### src/hdl/kest_pkg.sv
// ----------------------------------------------------------------------------
// kest_pkg
// shared types, codes and constants for the keyed expiring slot table
// ----------------------------------------------------------------------------
`default_nettype none
package kest_pkg;

  localparam int SlotCountDefault = 32;
  localparam logic [15:0] LifetimeReset = 16'd200;
  localparam int InDataW = 160;
  localparam int OutDataW = 136;
  localparam int QueueDepth = 2;

  typedef enum logic [2:0] {
    ST_MATCH = 3'd0,
    ST_ALLOC = 3'd1,
    ST_OVERFLOW = 3'd2,
    ST_RAIL = 3'd3,
    ST_LIVE = 3'd4,
    ST_DEAD = 3'd5
  } status_t;

  typedef enum logic [1:0] {
    CMD_INSERT = 2'd0,
    CMD_READ = 2'd1,
    CMD_RAIL = 2'd2
  } cmd_kind_t;

  typedef enum logic [2:0] {
    BK_IDLE,
    BK_MATCH_SCAN,
    BK_FREE_SCAN,
    BK_READ,
    BK_OUT
  } back_state_t;

  localparam logic [0:0] REG_LIFETIME = 1'b0;

  // command handed from the front part to the back part
  typedef struct packed {
    cmd_kind_t cmd;
    logic [1:0] kind2;
    logic [15:0] key;
    logic [95:0] coords;
    logic [31:0] now_ms;
    logic [4:0] read_slot;
    logic [7:0] rail_color;
  } cmd_t;

  typedef struct packed {
    status_t status;
    logic [4:0] slot_index;
    logic [7:0] rail_color;
    logic [15:0] entity;
    logic [2:0] kind;
    logic [95:0] coords;
  } result_t;

  function automatic logic [7:0] rail_palette(input logic [2:0] idx);
    logic [7:0] c;
    case (idx)
      3'd0: c = 8'd6;
      3'd1: c = 8'd208;
      3'd2: c = 8'd180;
      3'd3: c = 8'd35;
      3'd4: c = 8'd224;
      3'd5: c = 8'd133;
      3'd6: c = 8'd192;
      default: c = 8'd6;
    endcase
    return c;
  endfunction

endpackage
`default_nettype wire

### src/hdl/kest_front.sv
// ----------------------------------------------------------------------------
// kest_front
// accepts input transactions, classifies them and pushes commands to a queue
// ----------------------------------------------------------------------------
`default_nettype none
module kest_front (
  input  wire logic clk,
  input  wire logic rst,
  input  wire logic in_valid,
  output logic in_ready,
  input  wire logic [kest_pkg::InDataW-1:0] in_data,
  output kest_pkg::cmd_t q_data,
  output logic q_valid,
  input  wire logic q_pop
);
  import kest_pkg::*;

  localparam int PtrW = $clog2(QueueDepth);

  cmd_t q_mem [QueueDepth];
  logic [PtrW-1:0] wr_ptr, rd_ptr;
  logic [PtrW:0] count;
  cmd_t cmd;
  logic push;
  logic [2:0] kind;
  logic [15:0] key;

  assign in_ready = (count != (PtrW+1)'(QueueDepth));
  assign push = in_valid && in_ready;
  assign q_valid = (count != '0);
  assign q_data = q_mem[rd_ptr];

  always_comb begin
    kind = in_data[3:1];
    key = in_data[19:4];
    cmd.kind2 = (kind >= 3'd1 && kind <= 3'd3) ? 2'(kind - 3'd1) : 2'd3;
    cmd.key = key;
    cmd.coords = in_data[115:20];
    cmd.now_ms = in_data[147:116];
    cmd.read_slot = in_data[152:148];
    cmd.rail_color = rail_palette(key[2:0]);
    if (in_data[0]) begin
      cmd.cmd = CMD_READ;
    end else if (kind == 3'd1 && key[15] && key[15:9] == 7'h7f) begin
      // keys -512..-1
      cmd.cmd = CMD_RAIL;
    end else begin
      cmd.cmd = CMD_INSERT;
    end
  end

  always_ff @(posedge clk) begin
    if (push) q_mem[wr_ptr] <= cmd;
  end

  always_ff @(posedge clk) begin
    if (rst) begin
      wr_ptr <= '0;
      rd_ptr <= '0;
      count <= '0;
    end else begin
      if (push) wr_ptr <= (wr_ptr == PtrW'(QueueDepth-1)) ? '0 : wr_ptr + 1'b1;
      if (q_pop) rd_ptr <= (rd_ptr == PtrW'(QueueDepth-1)) ? '0 : rd_ptr + 1'b1;
      count <= count + (PtrW+1)'(push) - (PtrW+1)'(q_pop);
    end
  end
endmodule
`default_nettype wire

### config.mk
export PLATFORM = sky130hd
export DESIGN_NAME = kest_front
export DESIGN_NICKNAME = d
export VERILOG_FILES = /design/src/hdl/kest_pkg.sv /design/src/hdl/kest_front.sv
export SDC_FILE = /design/constraint.sdc
export NUM_CORES = 1
export LEC_CHECK = 0
export BUFFER_PORTS_ARGS = -buffer_cell sky130_fd_sc_hd__buf_2
export CAP_MARGIN = 25
export CORE_UTILIZATION = 52
export DETAILED_ROUTE_END_ITERATION = 8
export PLACE_DENSITY_LB_ADDON = 0.15
export SETUP_SLACK_MARGIN = 0.15
export SLEW_MARGIN = 20
export SYNTH_ARGS = -nofsm -noshare
export SYNTH_HDL_FRONTEND = slang
export SYNTH_SLANG_ARGS = --single-unit
### constraint.sdc
create_clock -name clk -period 6.03 [get_ports clk]
set_input_delay 1.206 -clock clk [delete_from_list [all_inputs] [get_ports clk]]
set_output_delay 1.206 -clock clk [all_outputs]
set_load 0.02 [all_outputs]
==> reports/results.ini <==
[sta]
rsz0062_at_grt=false
hold_viol_final=0
finalWorstSetupSlack_ns=2.22
fin_hold_ws_ns=0.522
final.setup.tns_ns=0
clock-skew-final_ns=0.0147
finalSetupViolCount=0
period_needed_ns=3.81
fmax_mhz=262
period_share=0.632
drv_slew=0
worstMarginPinSlew_ns=0.934
slew_headroom=0.378

[synth]
synth-compound-area-share=0.00375
syn_area_um2=12000
netlist_instances=555
syn_area_per_cell_um2=21.7
synth-xor-area-share=0.00364
synth-adder-area-share=0.00312
synth_top_family_by_area=multiplexers
synthTopCellsByArea=edfxtp_1 80%, mux2_1 9.4%, mux2_2 5.7%
yosys.area_share.simple=0.0131
yosysTopAreaCell=edfxtp_1
yosys.area.top_type_share=0.800
ys_seq_area_frac=0.808
synth_cell_type_count=33
ys_warn_count=0
yosys_register_bits=325
yosys-mux-area-fraction=0.152
syn-num-nets=722

[worst_setup_path]
end_kind=primary output
cp_max_fo=94
arrival_ns=2.60
slowest_stage=dfxtp_4
worstPathCellList=buf_12, mux2_2, buf_2
slowest_delay_ns=0.94
startpoint_type=flop
crit_required_ns=4.82
path_buf_inv=2
critical_path.top_delay_family=flip-flops
crit_type=reg2out

[global_route]
antenna_found_initial=3
grt_usage=0.186
globalRouteOverflowTotal=0
grt_pass1_wl_mm=33.9
grt_max_degree=95
grt_pass1_vias=6477

[layout]
area_growth_pct=25.0
final_common_cell=edfxtp_1
nets=1059
final_design_area_no_fill_um2=15000
final_cell_mix=320 x edfxtp_1, 318 x buf_2, 100 x mux2_1
drive_above_1_share=0.478

[placement]
place.gp.congestion=0.738
place_area_um2=13900
io_buffers=318
dp_slack_ns=2.68
dpl.hpwl_mm=14.5

[detailed_routing]
drtIter0Drc=276
vias=6210
first_pass_iters=4
avgViaCountPerCell=5.15
wl_per_cell_um=18.4
ant_nets=0
route.detailed.drc=0
wl_mm=22.2

[clock_tree]
h-tree-depth=2
cts.sinks=325
cts_tree=yes
cts.repair.resized=0
post_cts_buffers=0
cts-root-buf=clkbuf_16
cts_buffers=34
clk_pin_slew_ns=0.06
hold_buffers=0
clkLatencyLatePin_ns=0.49
clk_path_buf_depth=3

[floorplanning]
num_rows=55
ioPinCount=327
fp.coreArea_um2=22600
die_w_um=154
initial_core_util=0.531
die_y_um=154
dieArea_um2=23700

[power]
pwr_density_cell_nw_per_um2=371
p_leak_nw=5.63
irDropWorstVdd_mv=0.275

[run]
cap_viol_max_count=0

[worst_hold_path]
hold_class=reg2reg

[outcome]
status=complete, no violations

cells in the mapped netlist:
cell and count:
nand4b_1 3, nor3_1 1, buf_2 7, edfxtp_1 320
mux2_1 100, conb_1 1, a21oi_1 2, mux2i_1 1
nor2_1 5, nand2b_1 3, xnor2_1 4, inv_1 5
nand4_1 1, nand2_1 4, and2_1 1, dfxtp_1 5
or4_1 1, nor2b_1 1, or4b_1 1, a21bo_2 1
clkbuf_1 3, o221ai_1 1, nand3b_1 2, a2111oi_0 1
xor2_1 1, ha_1 3, a21boi_1 1, buf_6 11
or2_2 1, and3_2 1, mux2_2 61, buf_4 1
nor4b_1 1
power breakdown:
| group | switching (W) | internal (W) |
|---|---|---|
| Combinational | 0.000467 | 0.000268 |
| Clock | 0.000792 | 0.00129 |
| Sequential | 0.0000572 | 0.00271 |
worst register-to-register path: cells and delay by family (launching register included):
kind | cells | cell delay [ns]
DFF | 1 | 0.37
and+or+nand+nor | 2 | 0.42
buffers and inverters | 2 | 1.21
registers in the layout, indices dropped and copies added (netlist names), named ones only:
register / cells
rd_ptr: 1
q_mem: 320
count: 2
wr_ptr: 1
path summary, 6_finish.rpt:
path	startpoint	end	slack (ns)	cells after the start
max	flop	q_data[20]	2.22	3
min	rd_ptr	flop	0.52	2
max reg2reg	count[0]	q_mem[0][62]	3.58	4
min reg2reg	rd_ptr	flop	0.52	2
stage by stage:
stage               utilization  std cells  power (W)
floorplan                     -        555    0.00329
global placement          0.612       1140    0.00352
detailed placement        0.612       1140    0.00355
CTS                       0.662       1201    0.00564
global route              0.664       1205    0.00579
finish                    0.664       1205    0.00558
cells by family (layout without fill, tap and decap cells):
group	count (synthesis)	after routing
xor+xnor	5	5
simple gates	26	26
other cells	1	4
buf+inv	27	389
fa+ha+maj	3	3
flops	325	325
compound gates	6	6
mux	162	162
routing by layer:
| layer | wire length [um] | global-route usage |
|---|---|---|
| met1 | 8380 | 0.216 |
| met2 | 11200 | 0.317 |
| met3 | 2000 | 0.0668 |
| met4 | 606 | 0.0733 |
| met5 | 0 | 0 |
final cells by class:
| class | count | area (um^2) |
|---|---|---|
| clock buffer | 45 | 956 |
| antenna | 3 | 7.51 |
| timing repair buffer | 323 | 1670 |
| clock inverter | 16 | 180 |
| multi-input combinational | 203 | 2110 |
| fill | 1547 | 7610 |
| sequential | 325 | 9710 |
| inverter | 5 | 23.8 |
| tap | 285 | 357 |
Power figures use the tool's default switching activity.
