--- src/hdl/kest_pkg.sv ---
// ----------------------------------------------------------------------------
// kest_pkg
// shared types, codes and constants for the keyed expiring slot table
// ----------------------------------------------------------------------------
`default_nettype none
package kest_pkg;

  localparam int SlotCountDefault = 32;
  localparam logic [15:0] LifetimeReset = 16'd200;
  localparam int InDataW = 160;
  localparam int OutDataW = 136;
  localparam int QueueDepth = 2;

  typedef enum logic [2:0] {
    ST_MATCH = 3'd0,
    ST_ALLOC = 3'd1,
    ST_OVERFLOW = 3'd2,
    ST_RAIL = 3'd3,
    ST_LIVE = 3'd4,
    ST_DEAD = 3'd5
  } status_t;

  typedef enum logic [1:0] {
    CMD_INSERT = 2'd0,
    CMD_READ = 2'd1,
    CMD_RAIL = 2'd2
  } cmd_kind_t;

  typedef enum logic [2:0] {
    BK_IDLE,
    BK_MATCH_SCAN,
    BK_FREE_SCAN,
    BK_READ,
    BK_OUT
  } back_state_t;

  localparam logic [0:0] REG_LIFETIME = 1'b0;

  // command handed from the front part to the back part
  typedef struct packed {
    cmd_kind_t cmd;
    logic [1:0] kind2;
    logic [15:0] key;
    logic [95:0] coords;
    logic [31:0] now_ms;
    logic [4:0] read_slot;
    logic [7:0] rail_color;
  } cmd_t;

  typedef struct packed {
    status_t status;
    logic [4:0] slot_index;
    logic [7:0] rail_color;
    logic [15:0] entity;
    logic [2:0] kind;
    logic [95:0] coords;
  } result_t;

  function automatic logic [7:0] rail_palette(input logic [2:0] idx);
    logic [7:0] c;
    case (idx)
      3'd0: c = 8'd6;
      3'd1: c = 8'd208;
      3'd2: c = 8'd180;
      3'd3: c = 8'd35;
      3'd4: c = 8'd224;
      3'd5: c = 8'd133;
      3'd6: c = 8'd192;
      default: c = 8'd6;
    endcase
    return c;
  endfunction

endpackage
`default_nettype wire

--- src/hdl/kest_back.sv ---
// ----------------------------------------------------------------------------
// kest_back
// walks the slot table for inserts and reads and delivers one result per command
// ----------------------------------------------------------------------------
`default_nettype none
module kest_back #(
  parameter int SLOT_COUNT = kest_pkg::SlotCountDefault
) (
  input  wire logic clk,
  input  wire logic rst,
  input  wire logic [15:0] lifetime_ms,
  input  kest_pkg::cmd_t q_data,
  input  wire logic q_valid,
  output logic q_pop,
  output kest_pkg::result_t res,
  output logic res_valid,
  input  wire logic res_ready
);
  import kest_pkg::*;

  localparam int IdxW = $clog2(SLOT_COUNT);
  localparam int CntW = IdxW + 1;

  back_state_t state, state_next;
  logic [SLOT_COUNT-1:0] slot_used;
  logic [15:0] slot_key [SLOT_COUNT];
  logic [1:0] slot_kind [SLOT_COUNT];
  logic [31:0] slot_end [SLOT_COUNT];
  logic [95:0] slot_coords [SLOT_COUNT];

  logic [CntW-1:0] scan;
  logic [IdxW-1:0] sidx;
  logic [15:0] rd_key;
  logic [1:0] rd_kind;
  logic [31:0] rd_end;
  logic [95:0] rd_coords;
  logic rd_used, do_write, last;
  logic [IdxW-1:0] widx;
  result_t res_next;
  cmd_t cur;

  assign sidx = scan[IdxW-1:0];
  assign last = (scan == CntW'(SLOT_COUNT-1));

  // registered reads; valid bits make never-written entries read zero
  always_ff @(posedge clk) begin
    rd_key <= slot_key[sidx];
    rd_kind <= slot_kind[sidx];
    rd_end <= slot_end[sidx];
    rd_coords <= slot_coords[sidx];
  end
  logic [SLOT_COUNT-1:0] written;
  logic rd_written;
  logic [15:0] key_v;
  logic [1:0] kind_v;
  logic [31:0] end_v;
  logic [95:0] coords_v;
  always_ff @(posedge clk) begin
    rd_used <= slot_used[sidx];
    rd_written <= written[sidx];
  end
  assign key_v = rd_written ? rd_key : '0;
  assign kind_v = rd_written ? rd_kind : '0;
  assign end_v = rd_written ? rd_end : '0;
  assign coords_v = rd_written ? rd_coords : '0;

  // scan pipeline: the read data registers and chk hold the same slot, so data and index are compared together
  logic [CntW-1:0] chk;
  logic chk_v;
  logic [IdxW-1:0] cidx;
  logic [31:0] cdiff;
  assign cidx = chk[IdxW-1:0];
  assign cdiff = end_v - cur.now_ms;

  always_comb begin
    state_next = state;
    q_pop = 1'b0;
    do_write = 1'b0;
    widx = cidx;
    res_next = res;
    unique case (state)
      BK_IDLE: begin
        if (q_valid) begin
          q_pop = 1'b1;
          unique case (q_data.cmd)
            CMD_READ: state_next = BK_READ;
            CMD_RAIL: begin
              res_next = '0;
              res_next.status = ST_RAIL;
              res_next.rail_color = q_data.rail_color;
              state_next = BK_OUT;
            end
            default: state_next = BK_MATCH_SCAN;
          endcase
        end
      end
      BK_MATCH_SCAN: begin
        if (chk_v && key_v == cur.key) begin
          do_write = 1'b1;
          res_next = '0;
          res_next.status = ST_MATCH;
          res_next.slot_index = 5'(cidx);
          state_next = BK_OUT;
        end else if (chk_v && chk == CntW'(SLOT_COUNT-1)) begin
          state_next = BK_FREE_SCAN;
        end
      end
      BK_FREE_SCAN: begin
        if (chk_v && (!rd_used || cdiff[31])) begin
          do_write = 1'b1;
          res_next = '0;
          res_next.status = ST_ALLOC;
          res_next.slot_index = 5'(cidx);
          state_next = BK_OUT;
        end else if (chk_v && chk == CntW'(SLOT_COUNT-1)) begin
          res_next = '0;
          res_next.status = ST_OVERFLOW;
          state_next = BK_OUT;
        end
      end
      BK_READ: begin
        if (chk_v) begin
          res_next = '0;
          res_next.slot_index = cur.read_slot;
          if (32'(cur.read_slot) >= 32'(SLOT_COUNT)) begin
            res_next.status = ST_DEAD;
          end else begin
            res_next.status = (rd_used && !cdiff[31]) ? ST_LIVE : ST_DEAD;
            res_next.entity = key_v;
            res_next.kind = {1'b0, kind_v} + 3'd1;
            res_next.coords = coords_v;
          end
          state_next = BK_OUT;
        end
      end
      BK_OUT: begin
        if (res_ready) state_next = BK_IDLE;
      end
      default: state_next = BK_IDLE;
    endcase
  end

  assign res_valid = (state == BK_OUT);

  always_ff @(posedge clk) begin
    if (do_write) begin
      slot_key[widx] <= cur.key;
      slot_kind[widx] <= cur.kind2;
      slot_end[widx] <= cur.now_ms + {16'd0, lifetime_ms};
      slot_coords[widx] <= cur.coords;
    end
    if (state == BK_IDLE && q_valid) cur <= q_data;
    res <= res_next;
  end

  always_ff @(posedge clk) begin
    if (rst) begin
      state <= BK_IDLE;
      slot_used <= '0;
      written <= '0;
      scan <= '0;
      chk <= '0;
      chk_v <= 1'b0;
    end else begin
      state <= state_next;
      if (do_write) begin
        slot_used[widx] <= 1'b1;
        written[widx] <= 1'b1;
      end
      chk <= scan;
      chk_v <= 1'b0;
      if (state == BK_IDLE && q_valid) begin
        scan <= (q_data.cmd == CMD_READ) ?
                ((32'(q_data.read_slot) < 32'(SLOT_COUNT)) ? CntW'(q_data.read_slot) : '0)
                : '0;
      end else if (state_next == BK_FREE_SCAN && state == BK_MATCH_SCAN) begin
        scan <= '0;
      end else if ((state == BK_MATCH_SCAN || state == BK_FREE_SCAN || state == BK_READ)
                   && state_next == state) begin
        chk_v <= 1'b1;
        if (!last) scan <= scan + 1'b1;
      end
    end
  end
endmodule
`default_nettype wire

--- config.mk ---
export PLATFORM = sky130hd
export DESIGN_NAME = kest_back
export DESIGN_NICKNAME = d
export VERILOG_FILES = /design/src/hdl/kest_pkg.sv /design/src/hdl/kest_back.sv
export SDC_FILE = /design/constraint.sdc
export NUM_CORES = 2
export LEC_CHECK = 0
export BUFFER_PORTS_ARGS = -buffer_cell sky130_fd_sc_hd__clkbuf_2
export CAP_MARGIN = 10
export CORE_ASPECT_RATIO = 0.5
export CORE_MARGIN = 2
export CORE_UTILIZATION = 62
export CTS_CLUSTER_SIZE = 16
export DETAILED_ROUTE_END_ITERATION = 8
export PLACE_DENSITY = 0.77
export SLEW_MARGIN = 20
export SYNTH_ARGS = -nofsm -noshare
export SYNTH_HDL_FRONTEND = slang
export SYNTH_MEMORY_MAX_BITS = 65536
export SYNTH_SLANG_ARGS = --single-unit
--- constraint.sdc ---
create_clock -name clk -period 13.3 [get_ports clk]
set_input_delay 1.33 -clock clk [delete_from_list [all_inputs] [get_ports clk]]
set_output_delay 1.33 -clock clk [all_outputs]
set_load 0.01 [all_outputs]
==> flow_summary.ini <==
[critical_path]
crit_path_cell_trace = and2_1 -> ha_1 -> a41oi_1 -> o21ai_0 -> a221oi_1 -> a21oi_1 -> o41ai_4 -> a21oi_1 -> or3_1 -> nor2_4 -> buf_4 -> buf_4
required_ns = 13.86
arrival_ns = 8.50
end_kind = flop
crit_family = compound AO/OA/AOI/OAI gates
critical_path_class = reg -> reg
start_kind = flop
cp_slowest_stage_delay_ns = 1.02
critPathMaxFanout = 75
slowest_stage = nor2_4
crit_buf_inv = 2

[sta]
fin_crit_ns = 7.93
setup_viol = 0
rsz0062_at_grt = false
fmax_mhz = 126
setup_tns_ns = 0
worst_slew_pin_slew_ns = 1.17
slew-limit-headroom_pct = 21.7
drv_slew = 0
skew_ns = 0.0672
period_share_pct = 59.6
final_hold_viol_count = 0
post-route-worst-setup-slack_ns = 5.37

[synthesis]
synth-edff-count = 4954
synth_area_um2 = 194000
yosysTopAreaCellShare_pct = 76.5
synthAdderAreaFrac_pct = 0.319
synthCells = 7981
synth_top_family_by_area = multiplexers
syn_nets = 8211
yosys-top-cells-area = edfxtp_1 (76%), mux4_2 (17%), dfxtp_1 (2.3%)
ys_async_sr_fraction_pct = 0
ys_types = 66
ys_ff_latch = 5182
synth_area_leader_cell = edfxtp_1
yosysWarnings = 0
synth-xor-area-share_pct = 0.153
synth_flop_cell = edfxtp_1
synth_compound_area_share_pct = 0.591
synthMuxAreaShare_pct = 18.0
synth.avg_cell_area_um2 = 24.4
synthSimpleGateAreaFrac_pct = 1.15
synth-seq-area-share_pct = 78.8

[floorplanning]
die_h_um = 400
io-pin-count = 314
rows = 145
fp.dieArea_um2 = 318000
core_um2 = 312000
start_util_pct = 62.3
die_w_um = 796

[route]
first_iter_violations = 15400
drt-pass1-iter-count = 6
avgRoutedWirePerCell_um = 39.3
vias = 95200
vias_per_cell = 7.24
totalWireLength_um = 516000
drc_errors = 0
ant_nets = 0

[job]
maxCapViolations = 0

[status]
outcome = finished clean

[cells_and_area]
nFillCells = 16900
stdcell_area_um2 = 217000
drive_above_1_share_pct = 32.5
final_cells = 13100
mostFrequentLayoutCells = edfxtp_1 (4954), mux4_2 (1480), clkbuf_16 (431)
layout_commonest_cell = edfxtp_1
areaGrowthSynthToFinish_pct = 11.5
fin_nets = 8824

[place]
place.gp.congestion = 0.797
dp_cells = 12300
place_area_um2 = 202000
place_ws_ns = 5.70
hpwl_um = 248000
numPortBuffers = 313

[clock_tree]
cts_tree = done
cts.htree.levels = 5
clock_latency_ns = 0.99
path_clk_slew_ns = 0.07
numCtsBuffers = 423
cts_setup_buffers = 0
hold_buffers = 0
post_cts_resized = 0
cts_buffer_depth = 4
clock-sinks = 5182
cts_root_buffer = clkbuf_16

[global_routing]
grt_pass1_wl_um = 722000
grt_max_degree = 156
grt_usage_pct = 32.2
grt_overflow = 0
antenna_found_initial = 25
grt_pass1_vias = 94300

[worst_hold_path]
hold_class = reg -> reg

[power_and_ir_drop]
leakagePower_nw = 67.1
peakVddDrop_v = 0.000129
powerDensity_nw_per_um2 = 155
[synth_stat cells, drive strengths merged, types with 55 or more instances]
cell type and number:
and3 117, buf 74, edfxtp 4954, clkbuf 330
mux2 149, mux4 1480, dfxtp 228, a21oi 60
inv 87, o21ai 56, nor2 89, nand2 55
[layer usage]
layer	up-vias	global-route usage, %	part of all wire (%)
met1	50500	45.2	35
li1	35400	-	-
met3	1141	5.45	11
met5	-	0	0.030
met4	22	10.6	4.0
met2	8150	53.1	50
[metrics by stage]
stage / util [%] / hold slack (ns) / total power (W)
finish: 69.5 / 0.472 / 0.0335
CTS: 69.0 / 0.447 / 0.0335
global route: 69.4 / 0.485 / 0.0343
detailed placement: 64.8 / 0.456 / 0.0212
floorplan: - / 0.432 / 0.0203
global placement: 64.7 / 0.445 / 0.0212
[state kept, by name, indices dropped and copies added, names as in the netlist]
register and flops:
chk 6, chk_v 1, cur 151, rd_coords 96
rd_end 32, rd_key 16, rd_kind 2, rd_used 1
rd_written 1, res 131, scan 6, slot_coords 3072
slot_end 1024, slot_key 512, slot_kind 64, slot_used 32
state 3, written 32
[worst reg2reg max path: cells and delay by family, from the launching register on]
family / cells / cell delay, ns
AO/OA/AOI/OAI: 6 / 2.55
AND/OR/NAND/NOR: 3 / 2.17
buffers and inverters: 2 / 1.50
flip-flops: 1 / 0.93
adder cells (fa/ha/maj): 1 / 0.26
[kinds of logic (layout without fill, tap and decap cells)]
kind of cell	after synthesis	after routing
mux	1630	1630
flops	5182	5182
xor+xnor	34	34
fa+ha+maj	49	49
simple gates	412	412
buf+inv	491	1453
compound gates	183	183
other cells	0	14
[final timing paths]
path,from,to,slack (ns),depth (start not counted)
setup / recovery,rd_written,slot_end[12][1],5.37,12
hold / removal,slot_used[0],slot_used[0],0.47,2
setup reg to reg,rd_written,slot_end[12][1],5.37,12
hold reg to reg,slot_used[0],slot_used[0],0.47,2
[power by group]
| group | leakage (nW) | switching [W] | internal (W) |
|---|---|---|---|
| registers | 46.6 | 0.000210 | 0.0182 |
| logic | 14.0 | 0.00142 | 0.00113 |
| clock network | 6.57 | 0.00593 | 0.00662 |
[layout make-up]
cell class / instances / area (um2) / share of cell area, %
antenna: 14 / 35.0 / 0.0162
clock buffer: 560 / 11500 / 5.32
clock inverter: 214 / 1830 / 0.842
inverter: 87 / 379 / 0.175
multi-input combinational: 2308 / 39900 / 18.4
sequential: 5182 / 153000 / 70.7
tap: 4189 / 5240 / 2.42
timing repair buffer: 592 / 4570 / 2.11
(Power assumes the default switching activity.)
